### src/hw/rtl/bfh_ram.sv
`timescale 1ns / 1ps
`default_nettype none

module bfh_ram #(
    parameter int ADDR_W = 6,
    parameter int DATA_W = 25
) (
    input  wire logic              clk,
    input  wire logic              we,
    input  wire logic [ADDR_W-1:0] wr_addr,
    input  wire logic [DATA_W-1:0] wr_data,
    input  wire logic [ADDR_W-1:0] rd_addr,
    output logic      [DATA_W-1:0] rd_data
);

    logic [DATA_W-1:0] mem [2**ADDR_W];

    // write port
    always_ff @(posedge clk)
    begin
        if (we)
        begin
            mem[wr_addr] <= wr_data;
        end
    end

    // registered read port
    always_ff @(posedge clk)
    begin
        rd_data <= mem[rd_addr];
    end

endmodule

`default_nettype wire

### config.mk
export PLATFORM = sky130hd
export DESIGN_NAME = bfh_ram
export DESIGN_NICKNAME = d
export VERILOG_FILES = /design/src/hw/rtl/bfh_ram.sv
export SDC_FILE = /design/constraint.sdc
export NUM_CORES = 1
export LEC_CHECK = 0
export BUFFER_PORTS_ARGS = -buffer_cell sky130_fd_sc_hd__buf_2
export CAP_MARGIN = 0
export CORE_AREA = 8 8 382 384
export DETAILED_ROUTE_END_ITERATION = 10
export DIE_AREA = 0 0 390 392
export SYNTH_ARGS = -nofsm -noshare
export SYNTH_HDL_FRONTEND = slang
export SYNTH_SLANG_ARGS = --single-unit
### constraint.sdc
create_clock -name clk -period 4.8 [get_ports clk]
set_input_delay 1.2 -clock clk [delete_from_list [all_inputs] [get_ports clk]]
set_output_delay 1.2 -clock clk [all_outputs]
set_load 0.01 [all_outputs]
==> qor.csv <==
stage,metric,value,unit
cts,clock_latency,0.80,ns
worst_setup_path,startpoint_type,input port,
grt,first_global_vias,31076,
cells_and_area,synthToLayoutAreaGrowth,13.4,%
grt,grt_use_total,0.204,
yosys,synth_edf_count,1600,
cts,cts.sinks,1625,
sta,setup_tns,0,ns
yosys,synth_area_leaders,"edfxtp_1 77%, mux4_2 11%, mux2_2 2.3%",
sta,min_period,3.66,ns
route,avgViaCountPerCell,5.93,
route,remaining_drc_errors,0,
power,finalPower,29500,uW
sta,fmax,273,MHz
worst_hold_path,hp-class,in -> reg,
yosys,async_reset_ff_frac,0,
place,io_buffers,63,
worst_setup_path,required,5.43,ns
yosys,synthCells,2850,
sta,slew_violations,0,
cts,cts_hold_buf,0,
yosys,synth_seq_area_share,0.777,
cts,cts_max_path_buffers,3,
sta,fin_crit_sh,0.763,
worst_setup_path,critPathKind,in -> reg,
run,max-cap-violations,0,
cts,htreeDepth,4,
grt,antenna_found_initial,10,
cts,cts_resized,0,
sta,rsz0062_at_grt,no,
power,power_density,417,nW/um^2
route,drt_first_pass_iters,7,
route,routed-via-count,30331,
place,gp_congestion,0.800,
place,dp_hpwl,94.3,mm
floorplanning,row_count,138,
yosys,yosysMostFrequentCell,edfxtp_1,
worst_setup_path,startpoint,rd_addr[0],
grt,grt_max_degree,81,
worst_hold_path,worst_hold_startpoint,wr_data[24],
power,power.switching,6380,uW
power,internal-power,23200,uW
yosys,syn_nets,2889,
cells_and_area,final_net_count,3128,
yosys,synth_top_cell_by_area,edfxtp_1,
floorplanning,dieArea,153000,sq um
sta,final-setup-viol-count,0,
route,postRouteAntennaNets,0,
yosys,synth_seq_cells,1625,
yosys,synthTopCellsByCount,"1600 x edfxtp_1, 302 x mux4_2, 131 x mux2i_1",
route,avgRoutedWirePerCell,30.8,um
grt,grt_pass1_wl,225,mm
yosys,yosysTopAreaCellShare,0.769,
floorplanning,start_util,0.446,
cts,clockRootBuffer,clkbuf_16,
yosys,syn_area,62500,sq um
floorplanning,dieWidth,390,um
worst_setup_path,endpoint_kind,register,
yosys,avgSynthCellArea,21.9,sq um
power,switching_share,0.216,
cells_and_area,drive_gt1_frac,0.304,
cts,cts_setup_buffers,0,
floorplanning,coreArea,140000,sq um
floorplanning,die_h,392,um
worst_setup_path,cp.arrival,4.29,ns
sta,skew,0.0427,ns
outcome,status,finished clean,
grt,grt-ovfl-total,0,
power,p_seq_frac,0.534,
yosys,dominantRegCellSynth,edfxtp_1,
yosys,synth_cell_types,45,
yosys,ys.warnings.count,0,
power,clkPwrFrac,0.415,
power,ir_drop,0.350,mV
cells_and_area,fill_cells,11183,
cts,cts_buffers,164,
worst_setup_path,cp_max_fo,39,
worst_setup_path,reg2reg_from,mem[7][24]$_DFFE_PP_,
power,p_leak,0.0225,uW
sta,max_slew.worst_pin.slew,1.30,ns
sta,hold_viol,0,
cts,cts_tree,yes,
power,p_comb_frac,0.051,
sta,relSlewSlack,0.120,
floorplanning,ioPinCount,64,
route,drt_iter0_markers,3232,
cts,clk_pin_slew,0.06,ns
route,routed_wl,158,mm
==> layer usage <==
metal  up-vias  share of wire  global-route usage
met4         8          0.030              0.0654
met5         -        0.00032                   0
met2      1145           0.48               0.331
li1      12498              -                   -
met3       223          0.070              0.0352
met1     16457           0.42               0.283
==> final timing paths <==
path | endpoint | slack [ns] | cells past startpoint
setup reg to reg | rd_data[24]$_DFF_P_ | 2.19 | 5
hold reg to reg | rd_data[21]$_DFF_P_ | 0.80 | 3
setup / recovery | rd_data[24]$_DFF_P_ | 1.14 | 7
hold / removal | mem[50][24]$_DFFE_PP_ | 0.71 | 1
==> critical path, cell delays in order <==
cell      delay (ns)
buf_8           0.42
buf_4           0.44
mux4_2          0.56
mux2i_1         0.32
nor2_1          0.09
o311ai_1        1.08
a21oi_1         0.08
==> sequential cells by signal (all words and copies together) (netlist names) <==
name and flops:
rd_data 25, mem 1600
==> through the flow <==
step / util / hold WS, ns / worst slack (ns) / cell area (sq um) / cells
final: 0.505 / 0.708 / 1.14 / 70900 / 5118
after global routing: 0.505 / 0.681 / 1.14 / 70900 / 5112
after CTS: 0.505 / 0.649 / 1.13 / 70900 / 5112
after detailed placement: 0.469 / 0.809 / 0.278 / 65700 / 4813
after global placement: 0.469 / 0.802 / 0.267 / 65700 / 4813
after floorplan: - / 0.733 / 0.906 / 62500 / 2850
==> power groups by stage <==
stage	sequential, uW	clock (uW)	combinational (uW)
after floorplan	16000	0	815
after global placement	16100	0	1490
final	15800	12300	1510
after detailed placement	16100	0	1530
after global routing	15800	13000	1590
after CTS	15800	12500	1530
==> cell usage in the layout, fill, tap and decap left out, types with 39 or more instances in the layout <==
master and count:
buf_2 60, edfxtp_1 1600, nor2_2 62, buf_4 162
mux2_2 126, clkinv_2 39, clkinv_1 44, mux2i_1 131
clkbuf_16 166, o22ai_1 96, mux4_2 302
==> cells by family (layout without fill, tap and decap cells) <==
| kind of cell | Yosys count | in the layout | share of synthesized area |
|---|---|---|---|
| AND/OR/NAND/NOR | 197 | 197 | 0.0155 |
| other | 0 | 6 | 0 |
| multiplexers | 567 | 567 | 0.156 |
| flip-flops | 1625 | 1625 | 0.777 |
| buffers and inverters | 166 | 538 | 0.0187 |
| AO/OA/AOI/OAI | 295 | 295 | 0.0331 |
==> layout make-up <==
cell class,instances,area (sq um),share of cell area
Timing Repair Buffer,239,1840,0.0260
Sequential cell,1625,48500,0.685
Clock buffer,191,4250,0.0599
Antenna cell,6,15.0,0.000212
Tap cell,1890,2360,0.0334
Multi-Input combinational cell,1059,13000,0.183
Clock inverter,108,895,0.0126
Power figures use the tool's default switching activity.
