$ cat config.mk
export PLATFORM = sky130hd
export DESIGN_NAME = bfh_ctrl
export DESIGN_NICKNAME = d
export VERILOG_FILES = /design/src/hw/rtl/bfh_pkg.sv /design/src/hw/rtl/bfh_ctrl.sv
export SDC_FILE = /design/constraint.sdc
export NUM_CORES = 1
export LEC_CHECK = 0
export BUFFER_PORTS_ARGS = -buffer_cell sky130_fd_sc_hd__buf_2
export CORE_MARGIN = 4
export CORE_UTILIZATION = 57
export CTS_BUF_LIST = sky130_fd_sc_hd__clkbuf_4
export DETAILED_ROUTE_END_ITERATION = 10
export PLACE_DENSITY = 0.76
export REMOVE_ABC_BUFFERS = 1
export SLEW_MARGIN = 30
export SYNTH_ARGS = -nofsm -noshare
export SYNTH_HDL_FRONTEND = slang
export SYNTH_SLANG_ARGS = --single-unit
export TNS_END_PERCENT = 100
$ cat constraint.sdc
create_clock -name clk -period 8.5 [get_ports clk]
set_input_delay 1.7 -clock clk [delete_from_list [all_inputs] [get_ports clk]]
set_output_delay 1.7 -clock clk [all_outputs]
set_load 0.01 [all_outputs]
$ cat src/hw/rtl/bfh_pkg.sv
`timescale 1ns / 1ps
`default_nettype none

package bfh_pkg;

    // heap geometry
    localparam int HEAP_WORDS      = 4096;
    localparam int MAX_FREE_BLOCKS = 64;
    localparam int HEADER_WORDS    = 3;

    localparam int ADDR_W = $clog2(HEAP_WORDS);
    localparam int LEN_W  = 13;
    localparam int IDX_W  = $clog2(MAX_FREE_BLOCKS);
    localparam int CNT_W  = $clog2(MAX_FREE_BLOCKS + 1);

    localparam logic [LEN_W-1:0] LEN_MAX = '1;

    // commands
    localparam logic CMD_ALLOC = 1'b0;
    localparam logic CMD_FREE  = 1'b1;

    // result status codes
    localparam logic [1:0] ST_OK         = 2'd0;
    localparam logic [1:0] ST_EXHAUSTED  = 2'd1;
    localparam logic [1:0] ST_TABLE_FULL = 2'd2;
    localparam logic [1:0] ST_UNUSED     = 2'd3;

    typedef struct packed {
        logic        command;
        logic [11:0] request_words;
        logic [11:0] payload_address;
    } bfh_in_t;

    typedef struct packed {
        logic [11:0] granted_address;
        logic [1:0]  status;
    } bfh_out_t;

    typedef struct packed {
        logic [ADDR_W-1:0] start;
        logic [LEN_W-1:0]  length;
    } bfh_entry_t;

    typedef struct packed {
        logic idle;
        logic res_valid;
    } bfh_status_t;

endpackage

`default_nettype wire

$ cat src/hw/rtl/bfh_ctrl.sv
`timescale 1ns / 1ps
`default_nettype none

module bfh_ctrl
    import bfh_pkg::*;
(
    input  wire logic                clk,
    input  wire logic                rst_n,
    input  wire logic                start,
    input  wire bfh_in_t             item,
    input  wire logic [LEN_W-1:0]    limit,
    input  wire logic                res_ack,
    output bfh_status_t              status,
    output bfh_out_t                 result,
    // free table memory
    output logic                     t_we,
    output logic [IDX_W-1:0]         t_wr_addr,
    output bfh_entry_t               t_wr_data,
    output logic [IDX_W-1:0]         t_rd_addr,
    input  wire bfh_entry_t          t_rd_data,
    // block size memory
    output logic                     s_we,
    output logic [ADDR_W-1:0]        s_wr_addr,
    output logic [LEN_W-1:0]         s_wr_data,
    output logic [ADDR_W-1:0]        s_rd_addr,
    input  wire logic [LEN_W-1:0]    s_rd_data
);

    localparam logic [3:0] S_IDLE  = 4'd0;
    localparam logic [3:0] S_ASCAN = 4'd1;
    localparam logic [3:0] S_AFIN  = 4'd2;
    localparam logic [3:0] S_SHDN  = 4'd3;
    localparam logic [3:0] S_FSCAN = 4'd4;
    localparam logic [3:0] S_FFIN  = 4'd5;
    localparam logic [3:0] S_SHUP  = 4'd6;
    localparam logic [3:0] S_SINS  = 4'd7;
    localparam logic [3:0] S_DONE  = 4'd8;

    localparam logic [CNT_W-1:0] CNT_FULL = CNT_W'(MAX_FREE_BLOCKS);

    logic [3:0]        state_reg, state_next;
    logic [CNT_W-1:0]  count_reg, count_next;
    logic [LEN_W-1:0]  bp_reg, bp_next;
    logic [11:0]       req_reg, req_next;
    logic [11:0]       pay_reg, pay_next;
    logic [CNT_W-1:0]  ev_reg, ev_next;
    logic              found_reg, found_next;
    logic [IDX_W-1:0]  best_idx_reg, best_idx_next;
    bfh_entry_t        best_reg, best_next;
    bfh_entry_t        prev_reg, prev_next;
    bfh_entry_t        nxt_reg, nxt_next;
    logic [CNT_W-1:0]  pos_reg, pos_next;
    logic [CNT_W-1:0]  sh_reg, sh_next;
    bfh_entry_t        ins_reg, ins_next;
    bfh_out_t          res_reg, res_next;

    // arithmetic shared by the finish states
    logic [ADDR_W-1:0] hdr;
    logic [LEN_W-1:0]  limit_eff;
    logic [13:0]       brk_pay;
    logic [14:0]       brk_end;
    logic [13:0]       split_pay;
    logic [13:0]       whole_pay;
    logic [13:0]       new_end;
    logic [13:0]       prev_end;
    logic [14:0]       sum_n;
    logic [14:0]       sum_p;
    logic [LEN_W-1:0]  len2;
    logic              merge_n;
    logic              merge_p;
    logic [CNT_W-1:0]  ev_inc;

    assign hdr       = pay_reg - ADDR_W'(HEADER_WORDS);
    assign limit_eff = (limit > LEN_W'(HEAP_WORDS)) ? LEN_W'(HEAP_WORDS) : limit;
    assign brk_pay   = {1'b0, bp_reg} + 14'(HEADER_WORDS);
    assign brk_end   = {1'b0, brk_pay} + {3'b0, req_reg};
    assign split_pay = {2'b0, best_reg.start} + {1'b0, best_reg.length}
                     - {2'b0, req_reg} + 14'(HEADER_WORDS);
    assign whole_pay = {2'b0, best_reg.start} + 14'(HEADER_WORDS);
    assign new_end   = {2'b0, hdr} + 14'(HEADER_WORDS) + {1'b0, s_rd_data};
    assign prev_end  = {2'b0, prev_reg.start} + 14'(HEADER_WORDS)
                     + {1'b0, prev_reg.length};
    assign merge_n   = (pos_reg < count_reg) && (new_end == {2'b0, nxt_reg.start});
    assign merge_p   = (pos_reg != '0) && (prev_end == {2'b0, hdr});
    assign sum_n     = {2'b0, s_rd_data} + 15'(HEADER_WORDS) + {2'b0, nxt_reg.length};
    assign len2      = !merge_n ? s_rd_data
                     : (sum_n > {2'b0, LEN_MAX}) ? LEN_MAX : sum_n[LEN_W-1:0];
    assign sum_p     = {2'b0, prev_reg.length} + 15'(HEADER_WORDS) + {2'b0, len2};
    assign ev_inc    = ev_reg + 1'b1;

    // size memory address follows the request from the accept cycle on
    assign s_rd_addr = start ? item.payload_address : pay_reg;

    // sequencer
    always_comb
    begin
        state_next    = state_reg;
        count_next    = count_reg;
        bp_next       = bp_reg;
        req_next      = req_reg;
        pay_next      = pay_reg;
        ev_next       = ev_reg;
        found_next    = found_reg;
        best_idx_next = best_idx_reg;
        best_next     = best_reg;
        prev_next     = prev_reg;
        nxt_next      = nxt_reg;
        pos_next      = pos_reg;
        sh_next       = sh_reg;
        ins_next      = ins_reg;
        res_next      = res_reg;
        t_we          = 1'b0;
        t_wr_addr     = '0;
        t_wr_data     = '0;
        t_rd_addr     = '0;
        s_we          = 1'b0;
        s_wr_addr     = '0;
        s_wr_data     = '0;

        unique case (state_reg)
            S_IDLE:
            begin
                if (start)
                begin
                    req_next   = item.request_words;
                    pay_next   = item.payload_address;
                    ev_next    = '0;
                    found_next = 1'b0;
                    pos_next   = '0;
                    res_next   = '{granted_address: '0, status: ST_OK};
                    if (item.command == CMD_ALLOC)
                    begin
                        state_next = (count_reg == '0) ? S_AFIN : S_ASCAN;
                    end
                    else if (item.payload_address < 12'(HEADER_WORDS))
                    begin
                        state_next = S_DONE;
                    end
                    else if (count_reg == CNT_FULL)
                    begin
                        res_next.status = ST_TABLE_FULL;
                        state_next      = S_DONE;
                    end
                    else
                    begin
                        state_next = (count_reg == '0) ? S_FFIN : S_FSCAN;
                    end
                end
            end

            // best fit search, one entry a cycle
            S_ASCAN:
            begin
                t_rd_addr = ev_inc[IDX_W-1:0];
                ev_next   = ev_inc;
                if (ev_inc == count_reg)
                begin
                    state_next = S_AFIN;
                end
                if (t_rd_data.length >= {1'b0, req_reg} &&
                    (!found_reg || t_rd_data.length < best_reg.length))
                begin
                    found_next    = 1'b1;
                    best_idx_next = ev_reg[IDX_W-1:0];
                    best_next     = t_rd_data;
                    if (t_rd_data.length == {1'b0, req_reg})
                    begin
                        state_next = S_AFIN;
                    end
                end
            end

            S_AFIN:
            begin
                state_next = S_DONE;
                if (!found_reg)
                begin
                    if (brk_end > {2'b0, limit_eff} || brk_pay >= 14'(HEAP_WORDS))
                    begin
                        res_next.status = ST_EXHAUSTED;
                    end
                    else
                    begin
                        s_we      = 1'b1;
                        s_wr_addr = brk_pay[ADDR_W-1:0];
                        s_wr_data = {1'b0, req_reg};
                        bp_next   = brk_end[LEN_W-1:0];
                        res_next.granted_address = brk_pay[11:0];
                    end
                end
                else if (best_reg.length < {1'b0, req_reg} + LEN_W'(HEADER_WORDS))
                begin
                    // whole block, then close the gap in the table
                    s_we      = (whole_pay < 14'(HEAP_WORDS));
                    s_wr_addr = whole_pay[ADDR_W-1:0];
                    s_wr_data = best_reg.length;
                    res_next.granted_address = whole_pay[11:0];
                    if ({1'b0, best_idx_reg} + 1'b1 == count_reg)
                    begin
                        count_next = count_reg - 1'b1;
                    end
                    else
                    begin
                        t_rd_addr  = best_idx_reg + 1'b1;
                        sh_next    = {1'b0, best_idx_reg};
                        state_next = S_SHDN;
                    end
                end
                else
                begin
                    // split off the tail
                    t_we      = 1'b1;
                    t_wr_addr = best_idx_reg;
                    t_wr_data = '{start: best_reg.start,
                                  length: best_reg.length - LEN_W'(HEADER_WORDS)
                                          - {1'b0, req_reg}};
                    s_we      = (split_pay < 14'(HEAP_WORDS));
                    s_wr_addr = split_pay[ADDR_W-1:0];
                    s_wr_data = {1'b0, req_reg};
                    res_next.granted_address = split_pay[11:0];
                end
            end

            // remove one entry: move the tail down by one
            S_SHDN:
            begin
                t_we      = 1'b1;
                t_wr_addr = sh_reg[IDX_W-1:0];
                t_wr_data = t_rd_data;
                t_rd_addr = IDX_W'(sh_reg + 2'd2);
                if (sh_reg + 2'd2 == count_reg)
                begin
                    count_next = count_reg - 1'b1;
                    state_next = S_DONE;
                end
                else
                begin
                    sh_next = sh_reg + 1'b1;
                end
            end

            // insertion point search
            S_FSCAN:
            begin
                if (t_rd_data.start <= hdr)
                begin
                    prev_next = t_rd_data;
                    pos_next  = ev_inc;
                    t_rd_addr = ev_inc[IDX_W-1:0];
                    ev_next   = ev_inc;
                    if (ev_inc == count_reg)
                    begin
                        state_next = S_FFIN;
                    end
                end
                else
                begin
                    nxt_next   = t_rd_data;
                    pos_next   = ev_reg;
                    state_next = S_FFIN;
                end
            end

            S_FFIN:
            begin
                state_next = S_DONE;
                ins_next   = '{start: hdr, length: s_rd_data};
                priority if (merge_p)
                begin
                    t_we      = 1'b1;
                    t_wr_addr = IDX_W'(pos_reg - 1'b1);
                    t_wr_data = '{start: prev_reg.start,
                                  length: (sum_p > {2'b0, LEN_MAX}) ? LEN_MAX
                                          : sum_p[LEN_W-1:0]};
                    if (merge_n)
                    begin
                        if (pos_reg + 1'b1 == count_reg)
                        begin
                            count_next = count_reg - 1'b1;
                        end
                        else
                        begin
                            t_rd_addr  = IDX_W'(pos_reg + 1'b1);
                            sh_next    = pos_reg;
                            state_next = S_SHDN;
                        end
                    end
                end
                else if (merge_n)
                begin
                    t_we      = 1'b1;
                    t_wr_addr = pos_reg[IDX_W-1:0];
                    t_wr_data = '{start: hdr, length: len2};
                end
                else if (pos_reg == count_reg)
                begin
                    t_we       = 1'b1;
                    t_wr_addr  = pos_reg[IDX_W-1:0];
                    t_wr_data  = '{start: hdr, length: s_rd_data};
                    count_next = count_reg + 1'b1;
                end
                else
                begin
                    t_rd_addr  = IDX_W'(count_reg - 1'b1);
                    sh_next    = count_reg;
                    state_next = S_SHUP;
                end
            end

            // open a slot: move the tail up by one
            S_SHUP:
            begin
                t_we      = 1'b1;
                t_wr_addr = sh_reg[IDX_W-1:0];
                t_wr_data = t_rd_data;
                t_rd_addr = IDX_W'(sh_reg - 2'd2);
                if (sh_reg - 1'b1 == pos_reg)
                begin
                    state_next = S_SINS;
                end
                else
                begin
                    sh_next = sh_reg - 1'b1;
                end
            end

            S_SINS:
            begin
                t_we       = 1'b1;
                t_wr_addr  = pos_reg[IDX_W-1:0];
                t_wr_data  = ins_reg;
                count_next = count_reg + 1'b1;
                state_next = S_DONE;
            end

            S_DONE:
            begin
                if (res_ack)
                begin
                    state_next = S_IDLE;
                end
            end

            default:
            begin
                state_next = S_IDLE;
            end
        endcase
    end

    // control state
    always_ff @(posedge clk or negedge rst_n)
    begin
        if (!rst_n)
        begin
            state_reg <= S_IDLE;
            count_reg <= '0;
            bp_reg    <= '0;
        end
        else
        begin
            state_reg <= state_next;
            count_reg <= count_next;
            bp_reg    <= bp_next;
        end
    end

    // working registers
    always_ff @(posedge clk)
    begin
        req_reg      <= req_next;
        pay_reg      <= pay_next;
        ev_reg       <= ev_next;
        found_reg    <= found_next;
        best_idx_reg <= best_idx_next;
        best_reg     <= best_next;
        prev_reg     <= prev_next;
        nxt_reg      <= nxt_next;
        pos_reg      <= pos_next;
        sh_reg       <= sh_next;
        ins_reg      <= ins_next;
        res_reg      <= res_next;
    end

    assign status.idle      = (state_reg == S_IDLE);
    assign status.res_valid = (state_reg == S_DONE);
    assign result           = res_reg;

endmodule

`default_nettype wire

==> results of run 1 <==
cell type report:
class / instances / area [um2] / area share (%)
tap: 396 / 495 / 2.33
sequential: 190 / 5590 / 26.3
timing repair buffer: 351 / 2280 / 10.7
multi-input combinational: 1434 / 11900 / 55.8
antenna: 1 / 2.50 / 0.0118
clock inverter: 15 / 170 / 0.801
inverter: 192 / 723 / 3.40
clock buffer: 17 / 128 / 0.601
power by group:
group          internal (W)  total, W  switching, W  leakage [nW]
clock network      0.000138  0.000544      0.000406         0.157
logic               0.00260   0.00571       0.00311          7.36
registers           0.00141   0.00183      0.000416          1.84
synthesized netlist by cell type (40+ instances only):
master	n
a21oi_1	96
xor2_1	49
nor2_1	114
nand3_1	58
nor3_1	40
xnor2_1	136
inv_1	185
clkbuf_1	56
ha_1	250
nand2_1	119
edfxtp_1	166
o21ai_0	92
cell families after synthesis:
logic type	share of synthesized area, %
buf+inv	5.64
simple gates	12.7
mux	2.24
xor+xnor	9.86
fa+ha+maj	19.7
flops	31.4
compound gates	18.5
per-stage QoR:
| step | area (um2) | utilization, % | TNS, ns | setup slack (ns) | total power, W |
|---|---|---|---|---|---|
| floorplan | 17500 | - | -15.57 | -1.20 | 0.00521 |
| global placement | 20000 | 65.3 | -6.85 | -0.904 | 0.00686 |
| detailed placement | 20000 | 65.3 | -8.28 | -1.01 | 0.00701 |
| CTS | 20900 | 68.2 | -2.96 | -0.377 | 0.00783 |
| global route | 21300 | 69.3 | -6.96 | -0.652 | 0.00867 |
| finish | 21300 | 69.3 | -3.01 | -0.376 | 0.00808 |
worst min path at each step:
stage	to	slack (ns)
after floorplan	best_idx_reg[1]	0.48
after global placement	best_idx_reg[1]	0.50
after detailed placement	best_idx_reg[1]	0.50
after CTS	best_idx_reg[1]	0.54
after global routing	best_idx_reg[1]	0.58
final	best_idx_reg[1]	0.54
worst max-delay path, delay by kind of cell, from the launching register on:
kind / cells / cell delay, ns
AO/OA/AOI/OAI: 14 / 2.35
XOR/XNOR: 1 / 0.18
adder cells (fa/ha/maj): 6 / 1.59
buffers and inverters: 6 / 0.85
flip-flops: 1 / 0.50
AND/OR/NAND/NOR: 6 / 1.02
routing by layer:
layer / vias to the layer above / part of all wire [%] / global-route usage (%)
li1: 7538 / - / -
met1: 7901 / 40 / 44.1
met2: 901 / 48 / 57.0
met3: 145 / 9.3 / 7.12
met4: 0 / 3.4 / 11.6
met5: - / 0 / 0
timing repair:
item,CTS,global route
buffers inserted,29,8
hold endpoints to repair,0,0
endpoints found under the setup margin,13,13
pin swaps,53,31
resized for setup,90,42
==> metrics.cfg, run 1 <==
[outcome]
status = finished with violations
violations = setup timing

[setup_path]
worst_path_max_delay_cell = edfxtp_1
r2r-end = result[1]
cp-end-kind = output port
crit_path_max_fanout = 7
cpPeakStageDelay_ns = 0.50
cp.arrival_ns = 7.18
reg2reg_slack_ns = 2.98
reg2reg_from = bp_reg[0]
startpoint = pay_reg[1]
crit_type = register to output port
r2r_cells = 22
cp_data_required_time_ns = 6.80
crit_top_cell = ha_4
worst_setup_path_start_kind = register
crit_end = t_wr_data[0]

[grt]
globalRouteOverflowTotal = 0
grt_pass1_wl_um = 90000
grt_max_degree = 39
gr-usage-all-layers_pct = 34.0
first_global_vias = 16173
antenna_found_initial = 1

[min_path]
min_from = ev_reg[1]
worst_hold_path_type = register to register
min_path_cells = 0

[placed_design]
io_buffers = 171
place_inst = 2529
dp_hpwl_um = 45500
gp_congestion = 0.978

[timing]
fin_worst_skew_ns = 0.0553
final-setup-viol-count = 13
rsz0062_at_grt = yes
layout_min_cycle_time_ns = 8.88
slew-limit-headroom_pct = 42.6
fmax_mhz = 113
layout_setup_ws_ns = -0.376
finalHoldViolCount = 0
slew_violations = 0
worst_slew_pin_slew_ns = 0.853
whs_ns = 0.540
fin_crit_sh_pct = 104

[route]
drc = 0
wl_um = 59600
drt-initial-drc-count = 1760
dr.pass1.iters = 9
vias_per_cell = 6.35
post_drt_wl_per_cell_um = 22.9
vias = 16485
drtAntennaViolNets = 0

[cts]
cts_hold_buf = 0
clk_path_buf_depth = 2
path_clk_slew_ns = 0.18
cts_tree = built
clk-insertion-delay-late_ns = 0.69
numCtsBuffers = 17
root_buffer = clkbuf_4
cts.sinks = 190
h-tree-depth = 4

[yosys]
synth_warnings = 0
avgSynthCellArea_um2 = 9.43
yosysSeqAreaShare_pct = 31.4
yosysUniqueCellTypes = 81
synth_seq_cells = 190
synth_cells = 1887
synth_area_leaders = edfxtp_1 28%, ha_1 18%, xnor2_1 6.7%
async_reset_ff_share_pct = 12.6
synth-main-ff-cell = edfxtp_1
synth_top_area_cell = edfxtp_1
synth_edf_count = 166
synth_top_area_share_pct = 28.0
netlist_area_um2 = 17800

[pwr]
ir_drop_mv = 0.301
power_density_nw_per_um2 = 380
leakage_nw = 9.36

[flow_run]
cap_viol_max_count = 0

[floorplanning]
fp.dieArea_um2 = 34100
die_w_um = 185
ios = 172
dieHeight_um = 185
placementRows = 64
core_um2 = 30700
start_util_pct = 58.0

[final_layout]
final_cell_mix = 228 x ha_1, 177 x inv_1, 170 x buf_2
layout.cells.most_common = ha_1
final_nets = 2535
fin_cells = 2596
drive_gt1_share_pct = 24.0
num-fill-cells = 2386
area_delta_synth_final_pct = 19.4

No activity file was read; power rests on OpenSTA's default activity.
==> run 2: changes to the inputs <==
- PLACE_DENSITY: 0.76 -> 0.86
==> metrics.cfg, run 2 (synthesized netlist as in run 1, its figures left out) <==
[grt]
first_global_vias = 16788  ; +3.8%
met3_usage_pct = 7.52  ; +0.39 points
globalRouteOverflowTotal = 0  ; unchanged
gr-usage-all-layers_pct = 34.3  ; +0.30 points
grt_pass1_wl_um = 91400  ; +1.5%
grt_max_degree = 39  ; unchanged
use_met2_pct = 56.3  ; -0.63 points
antenna_found_initial = 2  ; +1
grt_busiest_layer = met2
grtUsageMet1_pct = 43.3  ; -0.76 points

[placed_design]
gp_congestion = 1.01  ; +2.8%
io_buffers = 171  ; unchanged
dp_hpwl_um = 45200  ; -0.60%
pre_cts_ws_ns = -0.992  ; +0.0157 ns
place_inst = 2513  ; -0.63%

[flow_run]
cap_viol_max_count = 0  ; unchanged

[final_layout]
layout.cells.most_common = ha_1
final_nets = 2524  ; -0.43%
area_delta_synth_final_pct = 19.1
final_cell_mix = 226 x ha_1, 177 x inv_1, 170 x buf_2
num-fill-cells = 2314  ; -3.0%
fin_cells = 2585  ; -0.42%
drive_gt1_share_pct = 23.9  ; -0.062 points

[setup_path]
crit_top_cell = buf_4
worst_path_max_delay_cell = fa_2
cpPeakStageDelay_ns = 0.40  ; -0.10 ns
crit_path_max_fanout = 6  ; -1
worst_setup_path_start_kind = input port
cp.arrival_ns = 7.13  ; -0.05 ns
cp-end-kind = output port
cp_data_required_time_ns = 6.80  ; about the same
crit_type = input port to output port

[pwr]
p_clk_share_pct = 6.2  ; -0.5 points
internal_power_w = 0.00414  ; -0.24%
leakage_nw = 9.29  ; -0.67%
p_switching_w = 0.00400  ; +1.5%
seqPwrFrac_pct = 22.5  ; about the same
power_density_nw_per_um2 = 384  ; +0.84%
power_switching_share_pct = 49.1  ; +0.44 points
p_comb_share_pct = 71.3  ; +0.6 points
ir_drop_mv = 0.236  ; -21%

[cts]
h-tree-depth = 4  ; unchanged
path_clk_slew_ns = 0.14  ; -0.04 ns
numCtsBuffers = 17  ; unchanged
cts.sinks = 190  ; unchanged
cts_hold_buf = 0  ; unchanged
clk-insertion-delay-late_ns = 0.70  ; about the same
cts_tree = built
root_buffer = clkbuf_4
clk_path_buf_depth = 2  ; unchanged

[timing]
slew_violations = 0  ; unchanged
fmax_mhz = 113  ; +0.53%
layout_min_cycle_time_ns = 8.83  ; -0.0470 ns
worst_slew_pin_slew_ns = 0.971  ; +0.119 ns
finalHoldViolCount = 0  ; unchanged
fin_worst_skew_ns = 0.0364  ; -0.0189 ns
final-setup-viol-count = 13  ; unchanged
layout_setup_ws_ns = -0.329  ; +0.0470 ns
rsz0062_at_grt = yes
slew-limit-headroom_pct = 35.0  ; -7.6 points
fin_crit_sh_pct = 104  ; -0.55 points

[route]
vias = 16938  ; +2.7%
drtAntennaViolNets = 0  ; unchanged
vias_per_cell = 6.55  ; +3.2%
drc = 0  ; unchanged
wl_um = 60800  ; +2.0%
post_drt_wl_per_cell_um = 23.5  ; +2.5%
dr.pass1.iters = 8  ; -1
drt-initial-drc-count = 1862  ; +5.8%

[outcome]
status = finished with violations
violations = setup timing

[floorplanning]
fp.dieArea_um2 = 34100  ; unchanged
core_um2 = 30700  ; unchanged
placementRows = 64  ; unchanged
die_w_um = 185  ; unchanged
start_util_pct = 58.0  ; unchanged
ios = 172  ; unchanged
dieHeight_um = 185  ; unchanged

[min_path]
worst_hold_path_type = register to register

## run 2: cell count changes in the layout (fill, tap and decap cells not counted), sizes merged
cell      previous run  this run
buf                351       339
inv                196       194
clkinvlp             1         3
clkbuf              17        18
## run 2: stage by stage
| stage | utilization (%) | hold WS (ns) | instance area [um2] | setup TNS [ns] | total power [W] |
|---|---|---|---|---|---|
| 2_1_floorplan | - | 0.479 | 17500 | -15.57 | 0.00521 |
| 3_3_place_gp | 64.8 | 0.518 | 19900 | -9.81 | 0.00678 |
| 3_5_place_dp | 64.9 | 0.513 | 19900 | -12.51 | 0.00697 |
| 4_1_cts | 68.1 | 0.546 | 20900 | -1.42 | 0.00783 |
| 5_1_grt | 69.1 | 0.585 | 21200 | -5.95 | 0.00872 |
| 6_report | 69.1 | 0.553 | 21200 | -3.13 | 0.00813 |
## run 2: worst paths after layout
check | startpoint | endpoint | slack, ns | cells after the start
max in group asynchronous | rst_n | bp_reg[2] | 7.08 | 1
max reg2reg | bp_reg[0] | result[0] | 2.99 | 21
min | ev_reg[1] | best_idx_reg[1] | 0.55 | 0
min in group asynchronous | rst_n | state_reg[2] | 1.00 | 1
max | s_rd_data[1] | t_wr_data[6] | -0.33 | 32
min reg2reg | ev_reg[1] | best_idx_reg[1] | 0.55 | 0
## run 2: per-layer routing
layer / routed length (um) / vias to the layer above
met5: 7 / -
met2: 28300 / 1096
li1: - / 7507
met3: 6640 / 260
met1: 22600 / 8073
met4: 3250 / 2
## run 2: timing repair
action / 4_1_cts / 5_1_grt
endpoints found under the setup margin: 13 / 13
gates resized for setup: 110 / 37
pin swaps: 56 / 34
cloned: 1 / 1
setup buffers: 27 / 13
## run 2: cell type report
type                    instances  area, um2  share of cell area (%)
clock buffers                  17        128                   0.602
repair buffers                340       2190                    10.4
well taps                     396        495                    2.34
inverters                     192        721                    3.40
multi-input cells            1434      11900                    56.3
flip-flops and latches        190       5590                    26.3
clock inverters                15        130                   0.614
diodes                          1       2.50                  0.0118
## run 2: power groups by stage
stage / combinational [W] / clock, W / sequential, W
2_1_floorplan: 0.00349 / 0 / 0.00172
3_3_place_gp: 0.00498 / 0 / 0.00181
3_5_place_dp: 0.00515 / 0 / 0.00182
4_1_cts: 0.00552 / 0.000505 / 0.00181
5_1_grt: 0.00632 / 0.000543 / 0.00185
6_report: 0.00579 / 0.000507 / 0.00183
## run 2: worst max-delay path, delay by kind of cell
kind	cells	cell delay, ns
AOI/OAI and AO/OA	15	2.39
adders and majority gates	5	1.51
buffers and inverters	8	0.95
and+or+nand+nor	3	0.39
muxes	1	0.16
